**config.mk**
```make
export PLATFORM = sky130hd
export DESIGN_NAME = ptd_div_chain
export DESIGN_NICKNAME = d
export VERILOG_FILES = /design/src/sv/prime_generator_trial_division_macros.svh /design/src/sv/ptd_pkg.sv /design/src/sv/ptd_div_cell.sv /design/src/sv/ptd_div_chain.sv
export SDC_FILE = /design/constraint.sdc
export NUM_CORES = 2
export LEC_CHECK = 0
export ABC_AREA = 1
export ABC_CLOCK_PERIOD_IN_PS = 2350
export BUFFER_PORTS_ARGS = -buffer_cell sky130_fd_sc_hd__buf_4
export CAP_MARGIN = 5
export CORE_ASPECT_RATIO = 0.7
export CORE_MARGIN = 2
export CORE_UTILIZATION = 40
export CTS_BUF_LIST = sky130_fd_sc_hd__clkbuf_4
export CTS_CLUSTER_SIZE = 40
export DETAILED_ROUTE_END_ITERATION = 8
export SETUP_SLACK_MARGIN = 0.05
export SLEW_MARGIN = 10
export SYNTH_ARGS = -nofsm -noshare
export SYNTH_HDL_FRONTEND = slang
export SYNTH_HIERARCHICAL = 1
export SYNTH_SLANG_ARGS = --single-unit
```
**constraint.sdc**
```tcl
create_clock -name clock -period 2.35 [get_ports clock]
set_input_delay 0.47 -clock clock [delete_from_list [all_inputs] [get_ports clock]]
set_output_delay 0.47 -clock clock [all_outputs]
set_load 0.05 [all_outputs]
```
**src/sv/prime_generator_trial_division_macros.svh**
```systemverilog
// assertion macros for the prime generator rtl
`ifndef PRIME_GENERATOR_TRIAL_DIVISION_MACROS_SVH
`define PRIME_GENERATOR_TRIAL_DIVISION_MACROS_SVH

`ifndef ASSERT_OFF
`define PTD_ASSERT_SAME(label, clk, rst, ante, cons, msg) \
   label: assert property (@(posedge clk) disable iff (rst) (ante) |-> (cons)) \
      else $error(msg);
`define PTD_ASSERT_NEXT(label, clk, rst, ante, cons, msg) \
   label: assert property (@(posedge clk) disable iff (rst) (ante) |=> (cons)) \
      else $error(msg);
`else
`define PTD_ASSERT_SAME(label, clk, rst, ante, cons, msg)
`define PTD_ASSERT_NEXT(label, clk, rst, ante, cons, msg)
`endif

`endif

```
**src/sv/ptd_pkg.sv**
```systemverilog
package ptd_pkg;

   localparam int LIMIT_W         = 24;
   localparam int DIGIT_W         = 4;
   localparam int FIRST_CANDIDATE = 7;
   localparam int LIMIT_RESET     = 100;

   localparam logic [1:0]         SEED_COUNT   = 2'd3;
   localparam logic [DIGIT_W-1:0] DIGIT_ONE    = 4'd1;
   localparam logic [DIGIT_W-1:0] DIGIT_THREE  = 4'd3;
   localparam logic [DIGIT_W-1:0] DIGIT_SEVEN  = 4'd7;
   localparam logic [DIGIT_W-1:0] DIGIT_NINE   = 4'd9;
   localparam logic [DIGIT_W-1:0] DIGIT_STEP   = 4'd2;

   typedef enum logic [2:0] {
      ST_IDLE,
      ST_START,
      ST_CHECK,
      ST_TEST,
      ST_EMIT
   } state_type;

   typedef struct packed {
      logic valid;
      logic zero;
      logic busy;
   } chain_status_type;

   function automatic logic [2:0] seed_prime(input logic [1:0] idx);
      logic [2:0] value;
      case (idx)
         2'd0: value = 3'd2;
         2'd1: value = 3'd3;
         2'd2: value = 3'd5;
         default: value = 3'd0;
      endcase
      return value;
   endfunction

endpackage

```
**src/sv/ptd_div_cell.sv**
```systemverilog
module ptd_div_cell #(
   parameter int WIDTH = 24
) (
   input  logic             clock,
   input  logic             reset,
   input  logic             dividend_bit,
   input  logic             in_valid,
   input  logic [WIDTH-1:0] in_divisor,
   input  logic [WIDTH-1:0] in_rem,
   output logic             out_valid_ff,
   output logic [WIDTH-1:0] out_divisor_ff,
   output logic [WIDTH-1:0] out_rem_ff
);

   logic [WIDTH:0]   shifted;
   logic [WIDTH:0]   diff;
   logic [WIDTH-1:0] rem_in;

   always_comb begin
      shifted = {in_rem, dividend_bit};
      diff    = shifted - {1'b0, in_divisor};
      if (diff[WIDTH]) begin
         rem_in = shifted[WIDTH-1:0];
      end else begin
         rem_in = diff[WIDTH-1:0];
      end
   end

   always_ff @(posedge clock) begin
      if (reset) begin
         out_valid_ff <= 1'b0;
      end else begin
         out_valid_ff <= in_valid;
      end
      out_divisor_ff <= in_divisor;
      out_rem_ff     <= rem_in;
   end

endmodule

```
**src/sv/ptd_div_chain.sv**
```systemverilog
module ptd_div_chain #(
   parameter int WIDTH = 24
) (
   input  logic                      clock,
   input  logic                      reset,
   input  logic [WIDTH-1:0]          dividend,
   input  logic                      in_valid,
   input  logic [WIDTH-1:0]          in_divisor,
   output ptd_pkg::chain_status_type status
);

   import ptd_pkg::*;

   logic [WIDTH:0]   vld;
   logic [WIDTH-1:0] dvs [0:WIDTH];
   logic [WIDTH-1:0] rem [0:WIDTH];

   assign vld[0] = in_valid;
   assign dvs[0] = in_divisor;
   assign rem[0] = '0;

   for (genvar k = 0; k < WIDTH; k++) begin : g_cell
      ptd_div_cell #(
         .WIDTH(WIDTH)
      ) u_cell (
         .clock         (clock),
         .reset         (reset),
         .dividend_bit  (dividend[WIDTH-1-k]),
         .in_valid      (vld[k]),
         .in_divisor    (dvs[k]),
         .in_rem        (rem[k]),
         .out_valid_ff  (vld[k+1]),
         .out_divisor_ff(dvs[k+1]),
         .out_rem_ff    (rem[k+1])
      );
   end

   always_comb begin
      status.valid = vld[WIDTH];
      status.zero  = (rem[WIDTH] == '0) && (dvs[WIDTH] != '0);
      status.busy  = |vld[WIDTH:1];
   end

endmodule

```
Word level (Yosys, flattened, before mapping)
Index checks and enable logic that the tools add are counted.
- register bits: 1176
- logic and storage cells: 125
- add/sub/neg operators: 24
- mux-type cells: 24
- reduce and logical (&&, ||, !) cells: 4
- operators with widths (operator ; number):
    25-bit by 24-bit subtractor with 25-bit output ; 23
    24-bit two-way mux ; 23
    1-bit by 24-bit subtractor with 25-bit output ; 1
    24-bit logical NOT ; 1
    24-bit nonzero test ; 1
    24-bit OR reduction ; 1
    1-bit logical AND ; 1
    1-bit two-way mux ; 1

Logic depth before layout (Yosys ltp)
- depth in word-level cells: 2
- depth in mapped cells: 15
- depth with buffers taken out: 14

By module
Netlist, hierarchy kept.
- by module, submodules not included (module ; times used ; cells each ; area each (um2) ; seq. area each (um2)):
    ptd_div_cell (g_cell[1].u_cell ...) ; 9 ; 552 ; 3387.0 ; 980.9
    ptd_div_cell (g_cell[0].u_cell ...) ; 9 ; 554 ; 3362.0 ; 980.9
    ptd_div_cell (g_cell[2].u_cell ...) ; 4 ; 552 ; 3384.5 ; 980.9
    ptd_div_cell (g_cell[10].u_cell ...) ; 2 ; 554 ; 3353.2 ; 980.9
    ptd_div_chain ; 1 ; 66 ; 264.0 ; 0.0

Worst setup path after synthesis
Ideal clock, no wire load.
- path kind: input-to-reg
- from: in dividend[22]
- to: reg g_cell[1].u_cell.out_rem_ff[10]
- library setup time: 0.111 ns
- data arrival time: 2.024 ns
- required time: 2.239 ns
- path slack: 0.214 ns
- stages on the path: 15
- cells stage by stage: inv_1 > ha_1 > inv_1 > fa_1 > nand2_1 > nand2_1 > nand3_1 > nand2_2 > nand2_2 > nand3_2 > nand2_4 > nand2_4 > buf_12 > nand2_2 > nand2_2
- word-level cells in the longest chain between the ends: 2
- ends and longest elaborated chain (what ; RTL line ; source):
    start: declaration ; ptd_div_chain.sv:6 ; input logic [WIDTH-1:0] dividend,
    25-bit by 24-bit subtractor with 25-bit output ; ptd_div_cell.sv:21 ; diff = shifted - {1'b0, in_divisor};
    24-bit two-way mux ; ptd_div_cell.sv:22 ; if (diff[WIDTH]) begin
    net g_cell[1].u_cell.rem_in[10] ; ptd_div_cell.sv:17 ; logic [WIDTH-1:0] rem_in;
    end signal: assignment ; ptd_div_cell.sv:36 ; out_rem_ff <= rem_in;
    end: declaration ; ptd_div_cell.sv:12 ; output logic [WIDTH-1:0] out_rem_ff
The timed path passes the listed nets, and every way through them passes these cells.
A chain may end at the register's enable or synchronous reset.

==> flow_summary.toml <==
[clock_tree]
clockRootBuffer = "clkbuf_4"
clk_pin_slew_ps = 70
tritoncts = "built"
numCtsBuffers = 295
clk_latency_ps = 1170
htreeDepth = 5
cts.sinks = 1176
cts_buffer_depth = 4

[final_layout]
layout_common_cells = "5178 x nand2_1, 2869 x inv_1, 1128 x nand3_1, 1122 x dfxtp_1, 721 x nor2_1"
fillers = 21600
synthToLayoutAreaGrowth_pct = 13.7
final_cell_area_um2 = 92400
fin_util_pct = 45.7
drive_above_1_share_pct = 12.3
final_common_cell = "nand2_1"
layout.nets = 14700

[timing]
max_freq_ghz = 0.361
hold_viol = 0
fin_worst_skew_ps = 83.9
hold_ws_ps = 134
rsz0062_at_grt = "true"
fin_crit_sh_pct = 118
setup_viol = 2
setup_ws_ps = -417
layout_min_cycle_time_ps = 2770
timing.final.max_slew_violations = 0

[synth]
synth-xor-area-share_pct = 1.81
synth_top_flop_cell = "dfxtp_1"
synth_edf_count = 0
synth_area_leaders = "dfxtp_1 29%, nand2_1 24%, inv_1 13%"
synth_top_family_by_area = "simple AND/OR/NAND/NOR gates"
synth_area_per_cell_um2 = 6.09
synth_compound_area_share_pct = 1.96
synthArstFlopShare_pct = 0
seq_area_frac_synth_pct = 29.0
synth_mux_area_share_pct = 0
synth-seq-cells = 1176
synthCells = 13300
yosysTopAreaCell = "dfxtp_1"
yosys.area_share.simple_pct = 43.1
syn_area_um2 = 81200
synth.distinct_cells = 28
ys_warn_count = 6
yosysTopAreaCellShare_pct = 29.0
synthAdderAreaFrac_pct = 9.46

[placed_design]
placed_area_um2 = 87000
dp.final_hpwl_um = 214000
gp_congestion = 0.972
port_buffers = 53
post-place-ws_ps = -82.4

[power_and_ir_drop]
p_sw_share_pct = 51.6
ir_worst_vdd_uv = 532
pwr-share-clk_pct = 13.0
power.density_nw_per_um2 = 1440
p_seq_share_pct = 24.5
intPower_w = 0.0641
p_sw_w = 0.0685
p_leak_nw = 55.7
comb_power_share_pct = 62.5

[status]
status = "complete, but fails checks"
violations = "setup timing"

[global_route]
grt.overflow.total = 0
grt_use_total_pct = 24.2
grt_pass1_wl_um = 396000
antenna_found_initial = 9
grt_pass1_vias = 71100
grt_max_degree = 25

[detailed_routing]
avgRoutedWirePerCell_um = 15.1
drtPass1Iterations = 6
num_vias = 78400
drt-vias-per-instance = 4.63
drt_iter0_markers = 7240
drc = 0
drt.antenna.violating_nets = 0
routed_wl_um = 256000

[floorplan]
initial_core_util_pct = 40.2
die_area_um2 = 207000
die_height_um = 381
dieWidth_um = 543
placementRows = 138
core-area_um2 = 202000
boundaryPins = 54

[setup_path]
crit_buf_inv = 1
arrival_ps = 2300
cp.depth = 6
r2r_slack_ps = 130
crit_family = "simple AND/OR/NAND/NOR gates"
timing.rr.end = "g_cell[22].u_cell/out_rem_ff[23]"
cpMaxStageDelayCell = "dfxtp_2"
crit_start = "g_cell[23].u_cell/out_rem_ff[3]"
slowest_delay_ps = 330
timing.rr.start = "g_cell[21].u_cell/out_divisor_ff[7]"
cp-end-kind = "output pin"
reg2reg_depth = 12
critical_path.endpoint = "status[1]"
crit_required_ps = 1880
path_max_fanout = 1
path_class = "flip-flop to output pin"
crit_path_frequent_cell = "nor2_4"
crit_chain = "nor2_2 > nand2_1 > nor2_4 > nand3_2 > nor2_4 > buf_8"
start_kind = "flip-flop"

[min_path]
hp-class = "primary input to flip-flop"

[flow_run]
max-cap-violations = 0
-- power by group through the flow --
stage                     Combinational [W]  Sequential (W)  Clock, W
after floorplan                      0.0605          0.0291         0
after global placement               0.0791          0.0330         0
after detailed placement             0.0795          0.0327         0
after CTS                            0.0800          0.0324    0.0179
after global routing                 0.0935          0.0328    0.0190
final                                0.0828          0.0325    0.0172
-- flip-flops by register name, indices dropped and copies added (netlist names) --
name,count
g_cell.u_cell/out_rem_ff,576
g_cell.u_cell/out_divisor_ff,576
g_cell.u_cell/out_valid_ff,24
-- worst min-delay path: stages --
cell	delay [ps]
dlygate4sd3_1	530
buf_4	140
nand2_1	50
nand2_1	60
-- layout make-up --
| type | instances | area [µm²] | share of cell area [%] |
|---|---|---|---|
| Multi-Input combinational cell | 9195 | 46600 | 50.4 |
| Sequential cell | 1176 | 23600 | 25.6 |
| Inverter | 2893 | 10900 | 11.8 |
| Timing Repair Buffer | 496 | 4310 | 4.67 |
| Tap cell | 2660 | 3330 | 3.60 |
| Clock buffer | 404 | 3030 | 3.28 |
| Clock inverter | 106 | 618 | 0.669 |
| Antenna cell | 6 | 15.0 | 0.0163 |
-- worst min-delay path by stage --
stage                                                 endpoint  slack (ps)  cells after the start                                  from
final                          g_cell[11].u_cell/out_rem_ff[0]         130                      4                          dividend[12]
after global placement    g_cell[21].u_cell/out_divisor_ff[17]         330                      0  g_cell[20].u_cell/out_divisor_ff[17]
after floorplan           g_cell[10].u_cell/out_divisor_ff[10]         330                      0   g_cell[9].u_cell/out_divisor_ff[10]
after global routing           g_cell[11].u_cell/out_rem_ff[0]          40                      4                          dividend[12]
after CTS                      g_cell[11].u_cell/out_rem_ff[0]          10                      4                          dividend[12]
after detailed placement  g_cell[16].u_cell/out_divisor_ff[21]         330                      0  g_cell[15].u_cell/out_divisor_ff[21]
-- per-stage QoR --
step / TNS, ps / instances / power [W]
5_1_grt: -978 / 16900 / 0.145
2_1_floorplan: 0 / 13400 / 0.0896
6_report: -603 / 16900 / 0.133
4_1_cts: -864 / 16900 / 0.130
3_5_place_dp: -3910 / 16300 / 0.112
3_3_place_gp: -2790 / 16300 / 0.112
-- kinds of logic after synthesis --
kind of cell / count (synthesis)
simple gates: 8078
buf+inv: 3014
flops: 1176
fa+ha+maj: 600
compound gates: 299
xor+xnor: 168
other cells: 1
-- layer usage --
layer  wire length [µm]  GRT usage (%)  share of wire, %  up-vias
met3              24900           6.00               9.7      302
li1                   -              -                 -    41500
met4               4760           5.15               1.9        6
met1             130000           37.3                51    34000
met2              95300           33.0                37     2608
met5                 34              0             0.013        -
-- Yosys cell counts (26+ instances only) --
cell type,n
nand2_1,5210
inv_1,2869
dfxtp_1,1176
nand3_1,1131
nor2_1,740
ha_1,576
nand2_2,493
a21oi_1,273
xor2_1,168
nand4_1,146
nor2_2,82
and2_1,72
nand3b_1,60
nand2_4,48
buf_2,46
buf_4,38
nand3_2,35
a21oi_2,26
-- repair_timing --
action	4_1_cts	5_1_grt
setup endpoints to repair	43	270
pin swaps	8	27
gates resized for setup	22	211
buffers inserted	0	7
endpoints found under the hold margin	116	0
gates cloned	0	4
hold buffers	88	0
Note: power is estimated with default switching activity, not from simulation.
